## src/hdl/tis_pkg.sv

```systemverilog
package tis_pkg;

    // Default line buffer size
    localparam int LINE_LIMIT_DEF = 512;

    // Field and register widths
    localparam int BYTE_W     = 8;
    localparam int LEN_W      = 10;
    localparam int CFG_IDX_W  = 2;
    localparam int CFG_DATA_W = 10;

    // Decoupling queue between parser and beat emitter
    localparam int Q_DEPTH = 4;
    localparam int Q_PTR_W = $clog2(Q_DEPTH);
    localparam int Q_CNT_W = $clog2(Q_DEPTH + 1);

    // TELNET command codes
    localparam logic [BYTE_W-1:0] C_SE     = 8'd240;
    localparam logic [BYTE_W-1:0] C_CMD_HI = 8'd249;
    localparam logic [BYTE_W-1:0] C_SB     = 8'd250;
    localparam logic [BYTE_W-1:0] C_WILL   = 8'd251;
    localparam logic [BYTE_W-1:0] C_DONT   = 8'd254;
    localparam logic [BYTE_W-1:0] C_IAC    = 8'd255;

    // Configuration register indexes
    typedef enum logic [CFG_IDX_W-1:0] {
        CFG_STRIP   = 2'd0,
        CFG_STOP    = 2'd1,
        CFG_MAXLINE = 2'd2
    } t_cfg_idx;

    // Parser states, one-hot
    typedef enum logic [4:0] {
        P_DATA   = 5'b00001,
        P_IAC    = 5'b00010,
        P_OPT    = 5'b00100,
        P_SUB    = 5'b01000,
        P_SUBIAC = 5'b10000
    } t_pstate;

    // Live configuration seen by the parser
    typedef struct packed {
        logic              strip;
        logic [BYTE_W-1:0] stop;
        logic [LEN_W-1:0]  limit;
    } t_cfg;

    // One queued input: an optional pending 0xFF and an optional data byte
    typedef struct packed {
        logic              has_ff;
        logic              has_data;
        logic [BYTE_W-1:0] data;
        logic              line_end;
    } t_slot;

    // Queue status towards both sides
    typedef struct packed {
        logic full;
        logic empty;
    } t_q_stat;

endpackage

```

## src/hdl/tis_in_if.sv

```systemverilog
interface tis_in_if;
    logic                          valid;
    logic                          ready;
    logic [tis_pkg::BYTE_W-1:0]    rx_byte;

    modport source (output valid, output rx_byte, input ready);
    modport sink   (input valid, input rx_byte, output ready);
endinterface

```

## src/hdl/tis_out_if.sv

```systemverilog
interface tis_out_if;
    logic                          valid;
    logic                          ready;
    logic [tis_pkg::BYTE_W-1:0]    out_byte;
    logic                          line_end;
    logic                          last_for_input;

    modport source (output valid, output out_byte, output line_end, output last_for_input,
                    input ready);
    modport sink   (input valid, input out_byte, input line_end, input last_for_input,
                    output ready);
endinterface

```

## src/hdl/tis_front.sv

```systemverilog
module tis_front (
    input  logic            i_clk,
    input  logic            i_rst_n,
    tis_in_if.sink          i_in,
    input  tis_pkg::t_cfg   i_cfg,
    input  tis_pkg::t_q_stat i_q_stat,
    output logic            o_push,
    output tis_pkg::t_slot  o_slot
);

    tis_pkg::t_pstate                 r_state, n_state;
    logic [tis_pkg::LEN_W-1:0]        r_len, n_len;

    logic                             accept;
    logic [tis_pkg::BYTE_W-1:0]       c;
    logic                             room;
    logic                             has_ff;
    logic                             has_data;
    logic [tis_pkg::LEN_W-1:0]        base_len;
    logic [tis_pkg::LEN_W:0]          new_len;
    logic                             end_line;
    logic [tis_pkg::LEN_W:0]          lim_ext;

    // Accept whenever the queue has space
    assign i_in.ready = !i_q_stat.full;
    assign accept     = i_in.valid && i_in.ready;
    assign c          = i_in.rx_byte;
    assign lim_ext    = {1'b0, i_cfg.limit};

    // Room for a pending 0xFF without reaching the line end
    assign room = ({1'b0, r_len} + (tis_pkg::LEN_W+1)'(2)) < lim_ext;

    // Classify the byte against the parser state
    always_comb begin
        n_state  = r_state;
        has_ff   = 1'b0;
        has_data = 1'b0;
        if (!i_cfg.strip) begin
            has_data = 1'b1;
        end else begin
            unique case (r_state)
                tis_pkg::P_DATA: begin
                    if (c == tis_pkg::C_IAC) begin
                        n_state = tis_pkg::P_IAC;
                    end else begin
                        has_data = 1'b1;
                    end
                end
                tis_pkg::P_IAC: begin
                    n_state = tis_pkg::P_DATA;
                    unique case (c) inside
                        tis_pkg::C_SB:                   n_state = tis_pkg::P_SUB;
                        [tis_pkg::C_WILL:tis_pkg::C_DONT]: n_state = tis_pkg::P_OPT;
                        [tis_pkg::C_SE:tis_pkg::C_CMD_HI]: n_state = tis_pkg::P_DATA;
                        default: begin
                            has_ff   = room;
                            has_data = (c != tis_pkg::C_IAC);
                        end
                    endcase
                end
                tis_pkg::P_OPT: begin
                    n_state = tis_pkg::P_DATA;
                end
                tis_pkg::P_SUB: begin
                    if (c == tis_pkg::C_IAC) begin
                        n_state = tis_pkg::P_SUBIAC;
                    end
                end
                tis_pkg::P_SUBIAC: begin
                    if (c == tis_pkg::C_SE) begin
                        n_state = tis_pkg::P_DATA;
                    end else if (c != tis_pkg::C_IAC) begin
                        n_state = tis_pkg::P_SUB;
                    end
                end
                default: begin
                    n_state = tis_pkg::P_DATA;
                end
            endcase
        end
    end

    // Advance the line length past the pending 0xFF and the data byte
    assign base_len = has_ff ? (r_len + tis_pkg::LEN_W'(1)) : r_len;
    assign new_len  = {1'b0, base_len} + (tis_pkg::LEN_W+1)'(1);
    assign end_line = ((new_len + (tis_pkg::LEN_W+1)'(1)) >= lim_ext) || (c == i_cfg.stop);

    always_comb begin
        if (has_data) begin
            n_len = end_line ? '0 : new_len[tis_pkg::LEN_W-1:0];
        end else begin
            n_len = base_len;
        end
    end

    // Queue only bytes that give at least one beat
    assign o_push          = accept && (has_ff || has_data);
    assign o_slot.has_ff   = has_ff;
    assign o_slot.has_data = has_data;
    assign o_slot.data     = c;
    assign o_slot.line_end = end_line;

    always_ff @(posedge i_clk) begin
        if (!i_rst_n) begin
            r_state <= tis_pkg::P_DATA;
            r_len   <= '0;
        end else if (accept) begin
            r_state <= n_state;
            r_len   <= n_len;
        end
    end

endmodule

```

## src/hdl/tis_queue.sv

```systemverilog
module tis_queue (
    input  logic             i_clk,
    input  logic             i_rst_n,
    input  logic             i_push,
    input  tis_pkg::t_slot   i_slot,
    input  logic             i_pop,
    output tis_pkg::t_slot   o_head,
    output tis_pkg::t_q_stat o_stat
);

    tis_pkg::t_slot                 r_mem [tis_pkg::Q_DEPTH];
    logic [tis_pkg::Q_PTR_W-1:0]    r_wr;
    logic [tis_pkg::Q_PTR_W-1:0]    r_rd;
    logic [tis_pkg::Q_CNT_W-1:0]    r_cnt;
    logic                           do_push;
    logic                           do_pop;

    assign o_stat.full  = (r_cnt == tis_pkg::Q_CNT_W'(tis_pkg::Q_DEPTH));
    assign o_stat.empty = (r_cnt == '0);
    assign do_push      = i_push && !o_stat.full;
    assign do_pop       = i_pop && !o_stat.empty;
    assign o_head       = r_mem[r_rd];

    // Store the slot
    always_ff @(posedge i_clk) begin
        if (do_push) begin
            r_mem[r_wr] <= i_slot;
        end
    end

    // Move the pointers and the fill count
    always_ff @(posedge i_clk) begin
        if (!i_rst_n) begin
            r_wr  <= '0;
            r_rd  <= '0;
            r_cnt <= '0;
        end else begin
            if (do_push) begin
                r_wr <= r_wr + tis_pkg::Q_PTR_W'(1);
            end
            if (do_pop) begin
                r_rd <= r_rd + tis_pkg::Q_PTR_W'(1);
            end
            if (do_push && !do_pop) begin
                r_cnt <= r_cnt + tis_pkg::Q_CNT_W'(1);
            end else if (do_pop && !do_push) begin
                r_cnt <= r_cnt - tis_pkg::Q_CNT_W'(1);
            end
        end
    end

endmodule

```

## src/hdl/tis_back.sv

```systemverilog
module tis_back (
    input  logic             i_clk,
    input  logic             i_rst_n,
    input  tis_pkg::t_slot   i_head,
    input  tis_pkg::t_q_stat i_q_stat,
    output logic             o_pop,
    tis_out_if.source        o_out
);

    logic                        r_valid;
    logic                        r_phase;
    logic [tis_pkg::BYTE_W-1:0]  r_byte;
    logic                        r_end;
    logic                        r_last;

    logic                        load;
    logic                        first_ff;

    // Load a new beat when the output register is free or being taken
    assign load     = (!r_valid || o_out.ready) && !i_q_stat.empty;
    assign first_ff = !r_phase && i_head.has_ff;
    assign o_pop    = load && !(first_ff && i_head.has_data);

    assign o_out.valid          = r_valid;
    assign o_out.out_byte       = r_byte;
    assign o_out.line_end       = r_end;
    assign o_out.last_for_input = r_last;

    // Control: valid flag and beat phase within a slot
    always_ff @(posedge i_clk) begin
        if (!i_rst_n) begin
            r_valid <= 1'b0;
            r_phase <= 1'b0;
        end else if (load) begin
            r_valid <= 1'b1;
            r_phase <= first_ff && i_head.has_data;
        end else if (o_out.ready) begin
            r_valid <= 1'b0;
        end
    end

    // Payload: pending 0xFF first, then the data byte
    always_ff @(posedge i_clk) begin
        if (load) begin
            r_byte <= first_ff ? tis_pkg::C_IAC : i_head.data;
            r_end  <= first_ff ? 1'b0 : i_head.line_end;
            r_last <= first_ff ? !i_head.has_data : 1'b1;
        end
    end

endmodule

```

## src/hdl/telnet_iac_strip_line_assembler.sv

```systemverilog
// An accepted byte's result is written to the queue, then to the output
// register. One byte per cycle while the queue is not full; a byte with a
// pending 0xFF and a data byte gives two beats, held in a four-slot queue.
// Reset (synchronous, active low) sets the parser to data, the line length
// to zero, empties the queue and the output register, and loads the
// configuration defaults (strip on, stop byte 10, max line from LINE_LIMIT).
module telnet_iac_strip_line_assembler #(
    parameter int LINE_LIMIT = tis_pkg::LINE_LIMIT_DEF
) (
    input  logic                              i_clk,
    input  logic                              i_rst_n,
    input  logic                              i_cfg_we,
    input  logic [tis_pkg::CFG_IDX_W-1:0]     i_cfg_idx,
    input  logic [tis_pkg::CFG_DATA_W-1:0]    i_cfg_data,
    tis_in_if.sink                            i_in,
    tis_out_if.source                         o_out
);

    localparam int                       LimCapInt = (LINE_LIMIT > 1023) ? 1023 : LINE_LIMIT;
    localparam logic [tis_pkg::LEN_W-1:0] LimCap   = tis_pkg::LEN_W'(LimCapInt);

    logic                            r_strip;
    logic [tis_pkg::BYTE_W-1:0]      r_stop;
    logic [tis_pkg::LEN_W-1:0]       r_max_line;

    tis_pkg::t_cfg                   cfg;
    tis_pkg::t_slot                  push_slot;
    tis_pkg::t_slot                  head_slot;
    tis_pkg::t_q_stat                q_stat;
    logic                            push;
    logic                            pop;

    // Write the configuration registers
    always_ff @(posedge i_clk) begin
        if (!i_rst_n) begin
            r_strip    <= 1'b1;
            r_stop     <= 8'd10;
            r_max_line <= LimCap;
        end else if (i_cfg_we) begin
            unique case (tis_pkg::t_cfg_idx'(i_cfg_idx))
                tis_pkg::CFG_STRIP:   r_strip    <= i_cfg_data[0];
                tis_pkg::CFG_STOP:    r_stop     <= i_cfg_data[tis_pkg::BYTE_W-1:0];
                tis_pkg::CFG_MAXLINE: r_max_line <= i_cfg_data[tis_pkg::LEN_W-1:0];
                default: ;
            endcase
        end
    end

    // Clamp the line size to the build limit
    assign cfg.strip = r_strip;
    assign cfg.stop  = r_stop;
    assign cfg.limit = (r_max_line > LimCap) ? LimCap : r_max_line;

    tis_front u_front (
        .i_clk    (i_clk),
        .i_rst_n  (i_rst_n),
        .i_in     (i_in),
        .i_cfg    (cfg),
        .i_q_stat (q_stat),
        .o_push   (push),
        .o_slot   (push_slot)
    );

    tis_queue u_queue (
        .i_clk   (i_clk),
        .i_rst_n (i_rst_n),
        .i_push  (push),
        .i_slot  (push_slot),
        .i_pop   (pop),
        .o_head  (head_slot),
        .o_stat  (q_stat)
    );

    tis_back u_back (
        .i_clk    (i_clk),
        .i_rst_n  (i_rst_n),
        .i_head   (head_slot),
        .i_q_stat (q_stat),
        .o_pop    (pop),
        .o_out    (o_out)
    );

endmodule

```

## src/flat_wrapper.sv

```systemverilog
// flat-port wrapper written by rule: the top's interface ports become plain ports
module telnet_iac_strip_line_assembler_flat 
#(
    parameter int LINE_LIMIT = tis_pkg::LINE_LIMIT_DEF
)
  (i_clk, i_rst_n, i_cfg_we, i_cfg_idx, i_cfg_data, i_in_valid, i_in_rx_byte, i_in_ready, o_out_valid, o_out_out_byte, o_out_line_end, o_out_last_for_input, o_out_ready);
  tis_in_if i_in_i ();
  tis_out_if o_out_i ();
  input  logic i_clk;
  input  logic i_rst_n;
  input  logic i_cfg_we;
  input  logic [tis_pkg::CFG_IDX_W-1:0] i_cfg_idx;
  input  logic [tis_pkg::CFG_DATA_W-1:0] i_cfg_data;
  input wire logic [$bits(i_in_i.valid)-1:0] i_in_valid;
  input wire logic [$bits(i_in_i.rx_byte)-1:0] i_in_rx_byte;
  output wire logic [$bits(i_in_i.ready)-1:0] i_in_ready;
  output wire logic [$bits(o_out_i.valid)-1:0] o_out_valid;
  output wire logic [$bits(o_out_i.out_byte)-1:0] o_out_out_byte;
  output wire logic [$bits(o_out_i.line_end)-1:0] o_out_line_end;
  output wire logic [$bits(o_out_i.last_for_input)-1:0] o_out_last_for_input;
  input wire logic [$bits(o_out_i.ready)-1:0] o_out_ready;
  assign i_in_i.valid = i_in_valid;
  assign i_in_i.rx_byte = i_in_rx_byte;
  assign i_in_ready = i_in_i.ready;
  assign o_out_valid = o_out_i.valid;
  assign o_out_out_byte = o_out_i.out_byte;
  assign o_out_line_end = o_out_i.line_end;
  assign o_out_last_for_input = o_out_i.last_for_input;
  assign o_out_i.ready = o_out_ready;
  telnet_iac_strip_line_assembler #(.LINE_LIMIT(LINE_LIMIT)) u_core (.i_clk(i_clk), .i_rst_n(i_rst_n), .i_cfg_we(i_cfg_we), .i_cfg_idx(i_cfg_idx), .i_cfg_data(i_cfg_data), .i_in(i_in_i), .o_out(o_out_i));
endmodule
```

## config.mk

```make
export PLATFORM = sky130hd
export DESIGN_NAME = telnet_iac_strip_line_assembler_flat
export DESIGN_NICKNAME = d
export VERILOG_FILES = /design/src/hdl/tis_pkg.sv /design/src/hdl/tis_in_if.sv /design/src/hdl/tis_out_if.sv /design/src/hdl/tis_front.sv /design/src/hdl/tis_queue.sv /design/src/hdl/tis_back.sv /design/src/hdl/telnet_iac_strip_line_assembler.sv /design/src/flat_wrapper.sv
export SDC_FILE = /design/constraint.sdc
export NUM_CORES = 1
export LEC_CHECK = 0
export BUFFER_PORTS_ARGS = -buffer_cell sky130_fd_sc_hd__buf_2
export CORE_UTILIZATION = 63
export CTS_BUF_LIST = sky130_fd_sc_hd__clkbuf_4
export CTS_CLUSTER_DIAMETER = 40
export CTS_CLUSTER_SIZE = 12
export DETAILED_ROUTE_END_ITERATION = 8
export PLACE_DENSITY = 0.93
export SYNTH_ARGS = -nofsm -noshare
export SYNTH_HDL_FRONTEND = slang
export SYNTH_HIERARCHICAL = 1
export SYNTH_SLANG_ARGS = --single-unit
```

## constraint.sdc

```tcl
create_clock -name i_clk -period 8.3 [get_ports i_clk]
set_input_delay 0.83 -clock i_clk [delete_from_list [all_inputs] [get_ports i_clk]]
set_output_delay 0.83 -clock i_clk [all_outputs]
set_load 0.02 [all_outputs]
```

# Yosys cells after proc, flatten, opt, wreduce, memory -nomap -nowiden
# Memories as Yosys holds them, arrays and structs flattened. A register that Yosys moved wholly into a read port is not among the register bits.
# Index checks and enable logic that the tools add are counted.
dict set report totals {
  register_bits 53
  ramBits 44
  inputBits 25
  memories 1
}
# name words width rd rd_clocked_by_memory_dff write_ports line
set memory_table {}
lappend memory_table {u_core.u_queue.r_mem 4 11 1 1 1 tis_queue.sv:11} ;# tis_pkg::t_slot r_mem [tis_pkg::Q_DEPTH];
dict set report op_classes {
  addsub 8
  magnitude_cmp 7
  eq_ne 15
  n_mux 25
  reduce_logical 32
}
# op count
set ops {}
lappend ops {{$mux 10} 4}
lappend ops {{$eq 8x8->1 const B} 3}
lappend ops {{$mux 5} 4}
lappend ops {{$pmux 5 s4} 1}
lappend ops {{$ge 8x8->1 const B} 2}
lappend ops {{$le 8x8->1 const B} 2}
lappend ops {{$logic_and 1x1->1} 12}
lappend ops {{$add 10x1->11 const B} 1}
lappend ops {{$add 10x2->11 const B} 1}
lappend ops {{$add 11x1->11 const B} 1}
lappend ops {{$ge 11x10->1} 1}
lappend ops {{$lt 11x10->1} 1}
lappend ops {{$add 10x1->10 const B} 1}
lappend ops {{$gt 10x10->1 const B} 1}
lappend ops {{$mux 1} 10}
lappend ops {{$eq 8x8->1} 1}
lappend ops {{$logic_not 1->1} 8}
lappend ops {{$ne 8x8->1 const B} 1}
lappend ops {{$pmux 4 s2} 1}
lappend ops {{$mux 3} 2}
lappend ops {{$reduce_and 2->1} 3}
lappend ops {{$eq 5x1->1 const B} 1}
lappend ops {{$eq 5x2->1 const B} 1}
lappend ops {{$eq 5x4->1 const B} 1}
lappend ops {{17 further kinds} 23}

# Longest topological paths before layout
dict set report logic_depth {
  depth_word 13
  ltp_mapped 31
}

# By module
# The synthesis kept the hierarchy.
# mod instances cells_per_inst area_per_inst_um2
set by_module_without_submodules {}
lappend by_module_without_submodules {tis_front 1 346 2682.6}
lappend by_module_without_submodules {tis_queue 1 105 2069.5}
lappend by_module_without_submodules {telnet_iac_strip_line_assembler 1 90 838.3}
lappend by_module_without_submodules {tis_back 1 31 481.7}

# Least setup slack after synthesis
# OpenSTA, ideal clock, no wires.
dict set report synth_timing {
  path_kind {flip-flop to flip-flop}
  start {register u_core/u_front/r_len[2] (netlist bit)}
  end {register u_core/u_front/r_len[9] (netlist bit)}
  setup_time_ns 0.070
  t_arrival_ns 6.473
  t_required_ns 8.230
  slack_ns 1.758
  stages_incl_launch_ff 31
  n_path_buf 3
  synth_period_minus_slack_ns 6.542
  cell_sequence {dfxtp_1 clkbuf_1 and3_1 nand3_1 xnor2_1 ha_1 a21o_2 a22o_1 nor3b_4 o211a_1 buf_6 nor2_1 a21oi_1 inv_1 ha_1 buf_1 a22o_1 o2111a_1 a21oi_1 xor2_1 or4_4 a31oi_4 xor2_1 ha_1 a21oi_1 a21boi_0 nor4_1 o31ai_4 a311oi_4 nand4_1 a21oi_1}
}
dict set report synth_between {
  elab_chain_cells 12
  word_cells_on_any_way 13
  classes_between {add/sub (4); order compare (2); mux (6); reduce/logical (1)}
}
# element line
set synth_rtl {}
lappend synth_rtl {{start, declared} tis_front.sv:12} ;# logic [tis_pkg::LEN_W-1:0] r_len, n_len;
lappend synth_rtl {{start signal, assigned} tis_front.sv:109} ;# r_len <= n_len;
lappend synth_rtl {{$add 10x2->11 (*)} tis_front.sv:31} ;# assign room = ({1'b0, r_len} + (tis_pkg::LEN_W+1)'(2)) < lim_ext;
lappend synth_rtl {{$lt 11x10->1 (*)} tis_front.sv:31}
lappend synth_rtl {{$mux 1 (*)} tis_front.sv:51} ;# unique case (c) inside
lappend synth_rtl {{$mux 1 (*)} tis_front.sv:41} ;# unique case (r_state)
lappend synth_rtl {{$mux 1 (*)} tis_front.sv:38} ;# if (!i_cfg.strip) begin
lappend synth_rtl {{named net u_core.u_front.has_ff} tis_front.sv:17} ;# logic has_ff;
lappend synth_rtl {{$mux 10 (*)} tis_front.sv:84} ;# assign base_len = has_ff ? (r_len + tis_pkg::LEN_W'(1)) : r_len;
lappend synth_rtl {{$add 10x1->11} tis_front.sv:85} ;# assign new_len = {1'b0, base_len} + (tis_pkg::LEN_W+1)'(1);
lappend synth_rtl {{$add 11x1->11} tis_front.sv:86} ;# assign end_line = ((new_len + (tis_pkg::LEN_W+1)'(1)) >= lim_ext) || (c == i_cfg.stop);
lappend synth_rtl {{$ge 11x10->1} tis_front.sv:86}
lappend synth_rtl {{$logic_or 1x1->1} tis_front.sv:86}
lappend synth_rtl {{$mux 10} tis_front.sv:90} ;# n_len = end_line ? '0 : new_len[tis_pkg::LEN_W-1:0];
lappend synth_rtl {{$mux 10 (*)} tis_front.sv:89} ;# if (has_data) begin
# The timed path passes the listed nets; every way through them passes the cells marked *.
# A chain may end at the register's enable or synchronous reset.

==> results.md <==
- The run finished with clean final reports.
- Using the TritonRoute via totals, the vias-per-cell ratio works out to 6.03.
- The area growth from synthesis to layout is 2.91%.
- The synthesized instance count is 572.
- Sorting the synthesized cells by area gives the leading types as sky130_fd_sc_hd__edfxtp_1 (27%), sky130_fd_sc_hd__dfxtp_1 (15%), sky130_fd_sc_hd__ha_1 (6.2%), sky130_fd_sc_hd__xnor2_1 (4.3%), sky130_fd_sc_hd__mux4_2 (4.1%).
- The initial detailed-routing violation count is 235.
- The number of buffers inserted by post-CTS setup repair is 0.
- The switching fraction of total power is between 30% and 40%.
- The design internal power is 0.958 mW.
- Counting every net in the synthesized netlist gives 628.
- The sequential group share of total power is between 40% and 50%.
- Buffers inserted to repair hold after CTS numbered 0.
- At the end of the flow the core is filled with cells to 67.3%.
- The setup slack on the worst flop-to-flop path is 0.59 ns.
- The main flop type after synthesis is sky130_fd_sc_hd__edfxtp_1.
- The number of DRC violations after detailed routing is 0.
- The number of antenna diodes in the final layout is 0.
- The post-detailed-route wirelength per cell is 17.6 µm.
- The H-tree generated during clock tree synthesis spans 3 levels.
- Counting along the longest clock path gives a buffer depth of 2.
- The leading cell type in the layout, fill and taps excluded is sky130_fd_sc_hd__nand2_1.
- Yosys mapped a number of flops with a built-in enable equal to 54.
- Static timing analysis puts the maximum clock frequency at ~0.13 GHz.
- The global-route wire length before repair is 21000 µm.
- The number of port buffers is 36.
- Combinational logic burns 37.9% of the power.
- The element type at the critical path start is a flop.
- The reg-to-reg critical path endpoint is u_core/u_front/r_len[1]$_SDFFE_PN0P_.
- Gates resized during post-CTS repair numbered 0.
- The final max-slew violation count came to 0.
- For this block, the via count after detailed routing is 4311.
- The routability-driven placement congestion ratio is 1.00.
- TritonCTS created 9 clock buffers.
- The number of nets with antenna violations after detailed routing is 0.
- During synthesis, Yosys emitted a total of 6 warnings.
- Clock latency on the worst-skew pair, taken at its later pin, is 0.44 ns.
- The global-route congestion overflow total is 0.
- Setup repair after global routing left no endpoint under its margin.
- The tool flagged a number of max-cap violations equal to 0.
- The largest net degree at the start of global routing is between 60 and 70.
- The total count of hold-check failures in the final report came to 0.
- During I/O placement, the number of pins put on the boundary was 37.
- The via count of the first global-routing pass was 4249.
- For this block, the routed nets add up to approximately 13000 µm of wire.
- Measured against its own limit, the worst slew margin works out to 26.1%.
- The clock drives 99 sinks.
- The worst clock skew is about 0.019 ns.
- Of all flip-flops after synthesis, the portion carrying an async set or reset was 0%.
- The critical hold path startpoint is u_core/r_max_line[2]$_SDFFE_PN0P_.
- A synthesized cell averages 10.6 µm².
- The library cells used most frequently in the layout, excluding fill and tap cells, are sky130_fd_sc_hd__nand2_1 (56), sky130_fd_sc_hd__edfxtp_1 (54), sky130_fd_sc_hd__dfxtp_1 (44), sky130_fd_sc_hd__buf_2 (36), sky130_fd_sc_hd__nor2_1 (32).
- The placement row count is 35.
- The kind of capture point of the worst setup path is a flop.
- After filler insertion, the fill cell instance count of the layout stands at 701.
- The first-pass iteration count of the detailed router is 5.
- The overall global routing resource usage is 26.8%.
- The type of the tightest min-delay check is reg2reg.
- Setup total negative slack on the finished layout was measured at 0 ns.
- Synthesis inferred 99 register bits.
- The total number of nets in the final design is 637.
- The placeable core area is 9280 µm².
- In this run, distinct cell masters in the synthesized netlist total 81.
- The CTS clock-pin slew for the worst setup and hold paths is 0.16 ns.
- The tree is rooted in a sky130_fd_sc_hd__clkbuf_4.
- The number of antenna violations at the first check in global routing is 0.
- The worst vdd rail ir drop is just over 0.1 mV.
- The first element of the critical path is u_core/u_front/r_len[2]$_SDFFE_PN0P_.
- In this run the worst setup path terminates at u_core/u_front/r_len[1]$_SDFFE_PN0P_.
- The wire-length estimate of the detail-placed layout is 9200 µm.
- The die covers 10000 µm².
- The final critical path takes up 92.9% of the cycle.
- The share of total power dissipated in the clock network is about 15%.
- Setup violations remaining at the end of the flow were counted as 0.
- The TritonCTS clock tree is built.
- The startpoint identified for the worst register-to-register timing path is u_core/u_front/r_len[2]$_SDFFE_PN0P_.
- The net switching power is roughly 0.6 mW.
- Counting cells, the worst reg-to-reg path comes to 27.
- The endpoint arrival time on the critical path is 8.09 ns.
- The area share of the largest cell type after synthesis is 26.7%.
- The die is around 100 µm tall.
- The proportion of layout cells with a drive suffix above 1 is between 15 and 20%.
- The final critical-path required period is 7.71 ns.
- The x dimension of the die is ~100 µm.
- The required time of the critical path is 8.67 ns.
- Of all nets on the critical path, the largest fanout is 14.
- The ratio of total power to cell area is 248 nW/µm².
- The synthesized netlist occupies a cell area of 6070 µm².
- For the pin with the worst max-slew slack, the measured transition is 1.11 ns.
- The largest total area in the synthesized netlist belongs to sky130_fd_sc_hd__edfxtp_1.
- For this design the static power due to leakage is 2.26 nW.
- The worst setup path category is reg2reg.
- For this run, the register share of the synthesized area comes to 41.5%.
- The initial cell density of the core is 65.4%.
-- Yosys cell counts, drive strengths merged (5+ instances only) --
| master | n |
|---|---|
| a21oi | 22 |
| and2 | 13 |
| and3 | 5 |
| buf | 26 |
| clkbuf | 11 |
| dfxtp | 45 |
| edfxtp | 54 |
| ha | 30 |
| inv | 23 |
| mux2i | 24 |
| mux4 | 11 |
| nand2 | 57 |
| nand2b | 12 |
| nand3 | 21 |
| nand4 | 8 |
| nand4b | 7 |
| nor2 | 32 |
| nor2b | 18 |
| nor3 | 8 |
| nor3b | 9 |
| o211ai | 8 |
| o21ai | 21 |
| xnor2 | 31 |
| xor2 | 13 |
-- power groups by stage --
stage | clock, mW | combinational [mW] | sequential, mW
6_report | 0.237 | 0.588 | 0.725
5_1_grt | 0.264 | 0.640 | 0.738
4_1_cts | 0.243 | 0.583 | 0.725
3_5_place_dp | 0 | 0.580 | 0.736
3_3_place_gp | 0 | 0.553 | 0.729
2_1_floorplan | 0 | 0.468 | 0.728
-- metrics by stage --
step	setup slack [ns]	area (µm²)	power (mW)	std cells	hold slack (ns)
6_report	0.587	6250	1.55	715	0.471
4_1_cts	0.663	6250	1.55	715	0.469
3_3_place_gp	1.03	6110	1.28	699	0.439
3_5_place_dp	0.726	6110	1.32	699	0.447
2_1_floorplan	1.76	6070	1.20	572	0.430
5_1_grt	0.0156	6250	1.64	715	0.492
-- state kept, by name, indices dropped and copies added, names as in the netlist, 2 cells and up, named ones only --
name,count
u_core/u_queue/r_rd,2
u_core/r_stop,8
u_core/u_queue/r_cnt,3
u_core/r_max_line,10
u_core/u_back/o_out.out_byte,8
u_core/u_queue/r_wr,2
u_core/u_queue/r_mem,44
u_core/u_front/r_len,10
u_core/u_front/r_state,5
-- final cells by class --
| type | count | area (µm²) | area share (%) |
|---|---|---|---|
| Timing Repair Buffer | 37 | 188 | 3.00 |
| Sequential cell | 99 | 2520 | 40.4 |
| Clock inverter | 7 | 65.1 | 1.04 |
| Tap cell | 129 | 161 | 2.58 |
| Clock buffer | 9 | 67.6 | 1.08 |
| Multi-Input combinational cell | 410 | 3150 | 50.5 |
| Inverter | 24 | 90.1 | 1.44 |
-- cell families (layout without fill, tap and decap cells) --
logic type	Yosys count	in the layout	share of synthesized area, %
adders and majority gates	31	31	6.51
DFF	99	99	41.5
muxes	37	37	8.47
buffers and inverters	63	77	6.53
AOI/OAI and AO/OA	88	88	10.4
and+or+nand+nor	210	210	19.7
xor gates and xnor gates	44	44	6.78
-- worst min-delay path by stage --
stage	end	slack (ns)	cells after the start
finish	u_core/r_max_line[2]$_SDFFE_PN0P_	0.47	2
global route	u_core/r_max_line[0]$_SDFFE_PN0P_	0.49	2
CTS	u_core/r_max_line[2]$_SDFFE_PN0P_	0.47	2
detailed placement	u_core/r_max_line[2]$_SDFFE_PN0P_	0.45	2
global placement	u_core/r_max_line[1]$_SDFFE_PN0P_	0.44	2
floorplan	u_core/r_max_line[0]$_SDFFE_PN0P_	0.43	2
-- metal layers --
metal  share of wire (%)  track usage, %  routed length [µm]  vias to the layer above
li1                    -               -                   -                     2061
met1                  41            32.5                5180                     2047
met2                  50            47.5                6340                      169
met3                 5.3            4.11                 672                       34
met4                 3.3            11.6                 410                        0
met5                   0               0                   0                        -
-- worst max-delay path, stage by stage (launching register included) --
cell and delay [ns]:
sky130_fd_sc_hd__dfxtp_1 0.62, sky130_fd_sc_hd__ha_1 0.32, sky130_fd_sc_hd__nand2_1 0.07, sky130_fd_sc_hd__nor3_1 0.24, sky130_fd_sc_hd__xor2_1 0.17, sky130_fd_sc_hd__ha_1 0.26
sky130_fd_sc_hd__a22o_1 0.25, sky130_fd_sc_hd__nor3b_4 0.39, sky130_fd_sc_hd__o211a_1 0.49, sky130_fd_sc_hd__nor2_1 0.07, sky130_fd_sc_hd__a21oi_1 0.22, sky130_fd_sc_hd__inv_1 0.15
sky130_fd_sc_hd__ha_1 0.33, sky130_fd_sc_hd__a22o_1 0.24, sky130_fd_sc_hd__o2111a_1 0.12, sky130_fd_sc_hd__a21oi_1 0.25, sky130_fd_sc_hd__xor2_1 0.19, sky130_fd_sc_hd__or4_4 0.55
sky130_fd_sc_hd__a31oi_4 0.29, sky130_fd_sc_hd__xor2_1 0.19, sky130_fd_sc_hd__ha_1 0.28, sky130_fd_sc_hd__a21oi_1 0.14, sky130_fd_sc_hd__a21boi_0 0.10, sky130_fd_sc_hd__nor4_1 0.59
sky130_fd_sc_hd__o31ai_4 0.28, sky130_fd_sc_hd__a311oi_4 0.51, sky130_fd_sc_hd__a22oi_1 0.15, sky130_fd_sc_hd__a21oi_1 0.19
Note: power is estimated with default switching activity, not from simulation.
